### src/hdl/rk4su_pkg.sv
// Shared constants, types and stage codes for the RK4 stage update block.
package rk4su_pkg;

	localparam int ARRAY_DEPTH = 65536;
	localparam int ADDR_W      = $clog2(ARRAY_DEPTH);
	localparam int IDX_W       = 16;
	localparam int STAGE_W     = 2;
	localparam int VAL_W       = 32;
	localparam int STEP_W      = 16;
	localparam logic [STEP_W-1:0] STEP_RESET = 16'd655;

	// deriv * h, signed 32 x unsigned 16
	localparam int PROD_W = VAL_W + STEP_W + 1;

	// Stage 3 numerator: k1 + 2k2 + 2k3 + k4 + 3 + 2*bias, then halved.
	// bias = 3 * 2^32 keeps the halved value positive and is a multiple of 3.
	localparam int NSUM_W = 37;
	localparam logic [NSUM_W-2:0] NSUM_OFFSET = 36'd25769803779;

	// floor(x / 3) = (x * DIV3_MAGIC) >> DIV3_SHIFT for x < 2^37
	localparam int DIVX_W       = 35;
	localparam int DIV3_MAGIC_W = 36;
	localparam logic [DIV3_MAGIC_W-1:0] DIV3_MAGIC = 36'd45812984491;
	localparam int DIV3_SHIFT   = 37;
	localparam int QUO_W        = 34;
	localparam logic [QUO_W-1:0] QUO_BIAS = 34'd4294967296;

	localparam int SUM_W = 35;

	typedef enum logic [STAGE_W-1:0] {
		STG_K1 = 2'd0,
		STG_K2 = 2'd1,
		STG_K3 = 2'd2,
		STG_K4 = 2'd3
	} stage_t;

	typedef struct packed {
		logic ld_pp;
		logic ld_q;
	} div_ctl_t;

endpackage

### src/hdl/rk4su_div3.sv
// Two-stage floor divide by 3 through a reciprocal split into partial products.
module rk4su_div3 import rk4su_pkg::*; (
	input  logic              clk,
	input  div_ctl_t          ctl,
	input  logic [DIVX_W-1:0] x,
	output logic [QUO_W-1:0]  q
);

	localparam int HALF  = DIV3_MAGIC_W / 2;
	localparam int PP_W  = 2 * HALF;
	localparam int TOT_W = DIVX_W + DIV3_MAGIC_W;

	logic [HALF-1:0]  xh, xl, mh, ml;
	logic [PP_W-1:0]  pp_hh_s3, pp_hl_s3, pp_lh_s3, pp_ll_s3;
	logic [TOT_W-1:0] total;

	assign xh = HALF'(x[DIVX_W-1:HALF]);
	assign xl = x[HALF-1:0];
	assign mh = DIV3_MAGIC[DIV3_MAGIC_W-1:HALF];
	assign ml = DIV3_MAGIC[HALF-1:0];

	always_ff @(posedge clk) begin
		if (ctl.ld_pp) begin
			pp_hh_s3 <= xh * mh;
			pp_hl_s3 <= xh * ml;
			pp_lh_s3 <= xl * mh;
			pp_ll_s3 <= xl * ml;
		end
	end

	assign total = (TOT_W'(pp_hh_s3) << PP_W)
		+ (TOT_W'(pp_hl_s3) << HALF)
		+ (TOT_W'(pp_lh_s3) << HALF)
		+ TOT_W'(pp_ll_s3);

	always_ff @(posedge clk) begin
		if (ctl.ld_q) begin
			q <= total[DIV3_SHIFT +: QUO_W];
		end
	end

endmodule

### config.mk
export PLATFORM = sky130hd
export DESIGN_NAME = rk4su_div3
export DESIGN_NICKNAME = d
export VERILOG_FILES = /design/src/hdl/rk4su_pkg.sv /design/src/hdl/rk4su_div3.sv
export SDC_FILE = /design/constraint.sdc
export NUM_CORES = 1
export LEC_CHECK = 0
export BUFFER_PORTS_ARGS = -buffer_cell sky130_fd_sc_hd__buf_2
export CAP_MARGIN = 40
export CELL_PAD_IN_SITES_DETAIL_PLACEMENT = 0
export CELL_PAD_IN_SITES_GLOBAL_PLACEMENT = 1
export CORE_ASPECT_RATIO = 0.8
export CORE_MARGIN = 5
export CORE_UTILIZATION = 35
export CTS_BUF_LIST = sky130_fd_sc_hd__clkbuf_2 sky130_fd_sc_hd__clkbuf_4 sky130_fd_sc_hd__clkbuf_8
export CTS_CLUSTER_DIAMETER = 50
export DETAILED_ROUTE_END_ITERATION = 7
export PLACE_DENSITY = 0.67
export SLEW_MARGIN = 0
export SYNTH_ARGS = -nofsm -noshare
export SYNTH_HDL_FRONTEND = slang
export SYNTH_SLANG_ARGS = --single-unit
export TNS_END_PERCENT = 100
### constraint.sdc
create_clock -name clk -period 7.1 [get_ports clk]
set_input_delay 0.355 -clock clk [delete_from_list [all_inputs] [get_ports clk]]
set_output_delay 0.355 -clock clk [all_outputs]
set_load 0.05 [all_outputs]
==> Word level (Yosys, flattened, before mapping) <==
Index checks and enable logic that the tools add are counted.
{ "classes": {"mux": 0, "addsub": 3, "n_div": 0, "magnitude_cmp": 0, "n_reduce_logical": 0, "n_eq_ne": 0, "mul": 4, "n_bitwise": 0, "shifts": 0} }
{ "op_table": {"columns": ["cell", "count"], "rows": [
  ["$add A71 B54 Y71", 2],
  ["$add A71 B36 Y71", 1],
  ["$mul A18 B18 Y36 const B", 1],
  ["$mul A17 B18 Y35 const B", 1],
  ["$mul A18 B17 Y35 const B", 1],
  ["$mul A17 B17 Y34 const B", 1]
]} }
{ "totals": {"latchBits": 0, "inputBits": 38, "elab_cells": 12, "mem_bits_ro": 0, "regBits": 175, "n_memories": 0, "ram_bits": 0} }

==> Logic depth before layout (Yosys ltp) <==
Gate-level depths: netlist of the first run.
{ "logic_depth": {"word_depth": 3, "ltp_mapped": 23} }

==> Least setup slack after synthesis of the first run <==
OpenSTA, ideal clock, no wires.
{ "synth_path": {"path_kind": "in2reg", "startpoint": "input x[20]", "endpoint": "register pp_hl_s3[34], data pin", "n_path_buf": 0, "slack_ns": 1.329, "path_stages": 21, "setup_ns": 0.258, "required_time_ns": 6.842, "arrival_time_ns": 5.513, "path_cell_list": "ha_1 inv_1 fa_1 inv_1 fa_1 fa_1 fa_1 inv_1 fa_1 inv_1 ha_1 a21o_1 a21o_1 a21oi_4 o2111ai_1 o21ai_2 and3_4 o41ai_4 a41o_1 a21oi_2 xnor2_1"} }
{ "synth_between": {"elab_chain_len": 1} }
{ "synth_rtl": {"columns": ["item", "line_no", "text"], "rows": [
  ["from (decl)", "rk4su_div3.sv:5", "input logic [DIVX_W-1:0] x,"],
  ["$mul A17 B18 Y35", "rk4su_div3.sv:25", "pp_hl_s3 <= xh * ml;"],
  ["to (signal assigned)", "rk4su_div3.sv:25", null],
  ["to (decl)", "rk4su_div3.sv:14", "logic [PP_W-1:0] pp_hh_s3, pp_hl_s3, pp_lh_s3, pp_ll_s3;"]
]} }
No other way between the ends.
A chain may end at the register's enable or synchronous reset.

==> Worst setup path after layout of the first run <==
{ "layout_path": {"startpoint": "input x[22]", "endpoint": "register pp_hl_s3[34], data pin"} }
The elaborated chain is that of the path after synthesis.

==> results of run 1 <==
-- synth_stat cells (all sizes together) (11+ instances only) --
cell type    n
o21bai      21
nand4       16
a21o        58
ha         488
clkbuf      15
nor2b       20
o211ai      11
nand3       20
nand2       46
inv        647
fa         350
nor3        17
nor2        61
a21oi       95
edfxtp     155
o21ai       46
a31oi       14
and3        13
xnor2      101
xor2        34
nand2b      15
-- critical path: cells and delay by family --
family | cells | cell delay, ps
xor+xnor | 1 | 80
compound gates | 8 | 1720
simple gates | 1 | 240
buf+inv | 5 | 520
fa+ha+maj | 7 | 3480
-- cells in the final DEF, fill, tap and decap left out, drive strengths merged, types with 15 or more instances in the layout --
cell,synthesis,layout
a21o,58,58
nor2b,20,20
o21ai,46,46
nand2b,15,15
xnor2,101,101
xor2,34,34
nor3,17,17
nand4,16,16
nand3,20,20
ha,488,488
edfxtp,155,155
clkbuf,15,18
buf,2,74
inv,647,651
fa,350,350
o21bai,21,21
nand2,46,46
a21oi,95,95
nor2,61,61
-- per-stage QoR --
stage                     setup WS (ps)  instances  cell area, um2  hold slack (ps)
after global placement              594       3318           26200              538
final                               963       3351           26600              243
after CTS                          1050       3351           26600              205
after detailed placement            523       3319           26200              546
after global routing                747       3351           26600              204
after floorplan                    1330       2328           24700              454
-- worst max-delay path by stage --
stage / startpoint / to / slack [ps] / depth (start not counted)
after CTS: x[20] / pp_hl_s3[34]$_DFFE_PP_ / 1050 / 22
final: x[22] / pp_hl_s3[34]$_DFFE_PP_ / 960 / 22
after global placement: x[20] / pp_hl_s3[34]$_DFFE_PP_ / 590 / 22
after floorplan: x[20] / pp_hl_s3[34]$_DFFE_PP_ / 1330 / 21
after detailed placement: x[20] / pp_hl_s3[34]$_DFFE_PP_ / 520 / 22
after global routing: x[22] / pp_hl_s3[34]$_DFFE_PP_ / 750 / 22
-- per-layer routing --
| metal | global-route usage [%] | wire length (um) | up-vias |
|---|---|---|---|
| met1 | 27.7 | 34200 | 8032 |
| met3 | 4.51 | 3900 | 27 |
| met4 | 1.98 | 385 | 0 |
| met2 | 24.1 | 25800 | 292 |
| met5 | 0 | 0 | - |
| li1 | - | - | 7685 |
-- state kept, by name (all words and copies together) (netlist names) --
register and count:
pp_ll_s3 19, pp_hl_s3 34, q 34, pp_lh_s3 34, pp_hh_s3 34
-- cell families (layout without fill, tap and decap cells) --
logic type	Yosys count	in the layout
buf+inv	664	753
simple gates	231	231
mux	3	3
compound gates	302	302
xor+xnor	135	135
fa+ha+maj	838	838
flops	155	155
-- area by class of cell --
type,count,area (um2)
flip-flops and latches,155,4650
inverters,647,2430
multi-input cells,1509,17600
fillers,6914,43600
clock buffers,18,241
well taps,934,1170
clock inverters,14,190
repair buffers,74,393
==> summary.txt, run 1 <==
clock sink count -> 155
Vias -> 16.0k
CTS buffer count -> 17
hold depth -> 1
worst-path cell chain -> buf_2, ha_1, inv_1, fa_1, inv_1, fa_1, fa_1, fa_1, inv_1, fa_1, inv_1, ha_1, a21o_1, a21o_1, a21oi_4, o2111ai_1, o21ai_2, and3_4, o41ai_4, a41o_1, a21oi_2, xnor2_1
first-pass GRT wire length -> 101 mm
initial antenna violation count -> 0
Setup CP Type -> input pin to flip-flop
Post-CTS Setup Bufs -> 0
hold path endpoint -> pp_lh_s3[2]$_DFFE_PP_
I/O pin count -> 72
Slew Limit Headroom -> 46.7%
Net Count, Synth -> 3204
Worst-path clk slew -> 90 ps
skew final -> 11.8 ps
Post-Route WL -> 64.3 mm
first-pass iteration count of the detailed router -> 5
CP Max Fanout -> 6
share of cells above drive strength 1 -> 5.50%
post-synthesis mux area share -> 0.122%
Min-Delay Path Class -> input pin to flip-flop
CTS resizes -> 0
R2R setup slack -> 3390 ps
Synth Area in Simple Gates -> 4.73%
Final Slew Violations -> 0
Row Count -> 87
vias in the first global route -> 17.1k
Clock Path Buffers -> 2
Ys Warns -> 0
Req. time, crit path -> 7340 ps
Most used DFF post-synth -> edfxtp_1
synthesized cell area -> 24700 um2
Worst path slowest cell -> fa_1
drt first-iter violations -> 1143
most used cell, CP -> fa_1
Mean Syn Cell Area -> 10.6 um2
Synth Area in Compound Gates -> 8.38%
critical path capture point type -> flip-flop
Final Wtd Congestion -> 0.945
FF-to-FF Start -> pp_lh_s3[13]$_DFFE_PP_
post-synthesis sequential area ratio -> 18.8%
CTS Root Cell -> clkbuf_8
period utilisation layout -> 86.4%
RSZ-0062 raised after global routing -> false
chip width -> 307 um
highest clock rate -> 163 MHz
worst reg2reg endpoint -> q[33]$_DFFE_PP_
cell count of the worst reg-to-reg path -> 12
CTS tree -> done
synth-to-layout area growth -> 7.80%
Final min period -> 6140 ps
die height -> 248 um
post-synth cell types -> 69
Nets -> 3280
slowest stage delay, CP -> 650 ps
Antenna Nets Post-Route -> 0
port bufs -> 71
Via density -> 4.79
All-Layer GR Usage -> 17.4%
Final Util -> 37.9%
grt ovf -> 0
dpl hpwl -> 57.2 mm
Post-synth EDFFs -> 155
Max-Cap Viols -> 0
core region area -> 70200 um2
die area -> 76100 um2
top cells by area, synth -> fa_1 28%, ha_1 25%, edfxtp_1 19%
adder-cell share of the synthesized area -> 53.1%
Least-Margin Pin Slew -> 800 ps
CP Launch Type -> input pin
largest net degree at the start of global routing -> 51
CTS H-tree depth -> 4
TNS Setup -> 0 ps
Yosys top cell by area -> fa_1
top cell type's share of synthesized area -> 28.4%
Post-CTS Hold Buffers -> 0
Synth Area in XOR/XNOR -> 4.78%
Ant. Diodes -> 0
Gate Count Post-Synth -> 2328
DRC Markers -> 0
largest family of logic cells by synthesized area -> adder cells
Final setup viols -> 0
Routed wire per std cell -> 19.2 um
Starting Density -> 35.2%
Final Hold Vio Count -> 0
clock latency on the worst-skew pair -> 480 ps
status -> finished clean
Hold Crit Start -> x[1]
Arr. time, crit path -> 6370 ps
ys async rst share -> 0%
Seq cells post-synth -> 155
Power of run 1 is left out: the tool's default activity adds up to more than one toggle a clock period on the data nets, which glitch-free logic cannot reach.
==> run 2: changes to the inputs <==
Settings changed: CORE_UTILIZATION 35 to 40, PLACE_DENSITY 0.67 to 0.74.
==> run 2 against run 1 <==
  * Sequential share of layout area increased by 0.099 points
  * Global-route usage increased by 1.6 points
  * Hold slack got worse by 63 ps
  * Fmax increased by 1.4%
  * Final area decreased by 0.56%
  * Worst setup slack improved by 86 ps
  * Via count increased by 0.63%
  * Core utilization increased by 5.3 points
  * First-iteration DRC count decreased by 4.9%
  * Critical endpoint unchanged
  * Highest routed layer is now met5
==> summary.txt, run 2 (synthesis results as in run 1) <==
drt first-iter violations -> 1087 (was 1143)
Final setup viols -> 0 (unchanged)
port bufs -> 71 (unchanged)
RSZ-0062 raised after global routing -> false (unchanged)
dpl hpwl -> 54.9 mm (was 57.2 mm)
share of cells above drive strength 1 -> 5.63% (was 5.50%)
Vias -> 16.1k (was 16.0k)
die height -> 232 um (was 248 um)
clock sink count -> 155 (unchanged)
Starting Density -> 40.4% (was 35.2%)
core region area -> 61200 um2 (was 70200 um2)
commonest non-fill, non-tap cells in the layout -> 647 x inv_1, 488 x ha_1, 350 x fa_1 (unchanged)
Antenna Nets Post-Route -> 0 (unchanged)
Req. time, crit path -> 7340 ps (about the same)
DRC Markers -> 0 (unchanged)
R2R setup slack -> 3210 ps (was 3390 ps)
All-Layer GR Usage -> 19.0% (was 17.4%)
Ant. Diodes -> 0 (unchanged)
largest net degree at the start of global routing -> 61 (was 51)
Hold Crit Start -> x[1] (unchanged)
CTS buffer count -> 17 (unchanged)
placed insts -> 3215 (was 3319)
final instance area -> 26500 um2 (was 26600 um2)
Final Hold Vio Count -> 0 (unchanged)
FF-to-FF Start -> pp_lh_s3[11]$_DFFE_PP_ (was pp_lh_s3[13]$_DFFE_PP_)
hold path endpoint -> pp_lh_s3[2]$_DFFE_PP_ (unchanged)
Post-CTS Setup Bufs -> 0 (unchanged)
grt ovf -> 0 (unchanged)
Post-CTS Hold Buffers -> 0 (unchanged)
Arr. time, crit path -> 6290 ps (was 6370 ps)
status -> finished clean (unchanged)
first-pass GRT wire length -> 97.2 mm (was 101 mm)
vias in the first global route -> 17.1k (about the same)
chip width -> 288 um (was 307 um)
most used cell, CP -> fa_1 (unchanged)
CP Max Fanout -> 6 (unchanged)
die area -> 66900 um2 (was 76100 um2)
Final min period -> 6050 ps (was 6140 ps)
CTS H-tree depth -> 4 (unchanged)
hold depth -> 1 (unchanged)
crit path from -> x[22] (unchanged)
Min-Delay Path Class -> input pin to flip-flop (unchanged)
worst-path cell chain -> buf_2, ha_1, inv_1, fa_1, inv_1, fa_1, fa_1, fa_1, inv_1, fa_1, inv_1, ha_1, a21o_1, a21o_1, a21oi_4, o2111ai_1, o21ai_2, and3_4, o41ai_4, a41o_1, a21oi_2, xnor2_1 (unchanged)
Via density -> 4.97 (was 4.79)
Slew Limit Headroom -> 44.4% (was 46.7%)
CTS resizes -> 0 (unchanged)
slowest stage delay, CP -> 690 ps (was 650 ps)
CTS Root Cell -> clkbuf_8 (unchanged)
Placed Area -> 26100 um2 (was 26200 um2)
Worst-path clk slew -> 110 ps (was 90 ps)
commonest non-fill, non-tap cell in the layout -> inv_1 (unchanged)
Nets -> 3280 (unchanged)
CP Launch Type -> input pin (unchanged)
worst reg2reg endpoint -> q[33]$_DFFE_PP_ (unchanged)
Final Slew Violations -> 0 (unchanged)
first-pass iteration count of the detailed router -> 5 (unchanged)
CTS tree -> done (unchanged)
Least-Margin Pin Slew -> 833 ps (was 800 ps)
I/O pin count -> 72 (unchanged)
Routed wire per std cell -> 18.9 um (was 19.2 um)
Clock Path Buffers -> 2 (unchanged)
cell count of the worst reg-to-reg path -> 12 (unchanged)
Final Wtd Congestion -> 0.952 (was 0.945)
synth-to-layout area growth -> 7.19% (was 7.80%)
TNS Setup -> 0 ps (unchanged)
Worst path top cell family by delay -> adder cells (unchanged)
fill count -> 5865 (was 6914)
highest clock rate -> 165 MHz (was 163 MHz)
Finished Layout Cells -> 3247 (was 3351)
Max-Cap Viols -> 0 (unchanged)
Post-Route WL -> 61.3 mm (was 64.3 mm)
period utilisation layout -> 85.2% (was 86.4%)
Worst path slowest cell -> fa_1 (unchanged)
Setup CP Type -> input pin to flip-flop (unchanged)
Row Count -> 81 (was 87)
clock latency on the worst-skew pair -> 490 ps (was 480 ps)
critical path capture point type -> flip-flop (unchanged)
WP buf/inv -> 5 (unchanged)
initial antenna violation count -> 1 (was 0)
skew final -> 16.0 ps (was 11.8 ps)
## run 2: final cells by class
type / instances / area [um2] / area share (%)
Tap cell: 830 / 1040 / 3.92
Multi-Input combinational cell: 1509 / 17600 / 66.3
Clock inverter: 15 / 170 / 0.642
Timing Repair Buffer: 74 / 400 / 1.51
Clock buffer: 17 / 234 / 0.883
Inverter: 647 / 2430 / 9.17
Sequential cell: 155 / 4650 / 17.6
## run 2: stage by stage
| stage | hold slack (ps) | setup slack [ps] | util, % |
|---|---|---|---|
| floorplan | 454 | 1330 | - |
| global placement | 541 | 671 | 42.6 |
| detailed placement | 560 | 619 | 42.6 |
| CTS | 137 | 1160 | 43.3 |
| global route | 141 | 785 | 43.3 |
| finish | 180 | 1050 | 43.3 |
## run 2: worst max path at each step
stage	endpoint	slack [ps]	cells after the start
finish	pp_hl_s3[34]$_DFFE_PP_	1050	22
global route	pp_hl_s3[34]$_DFFE_PP_	790	22
CTS	pp_hl_s3[34]$_DFFE_PP_	1160	22
detailed placement	pp_hl_s3[34]$_DFFE_PP_	620	22
global placement	pp_hl_s3[34]$_DFFE_PP_	670	22
floorplan	pp_hl_s3[34]$_DFFE_PP_	1330	21
## run 2: per-layer routing
layer	track usage [%]	up-vias	routed length (um)
met5	0	-	13
met4	2.44	2	463
met3	4.85	23	4730
met2	26.5	384	24700
met1	30.2	8062	31400
li1	-	7666	-
Power of run 2 is left out for the same reason.
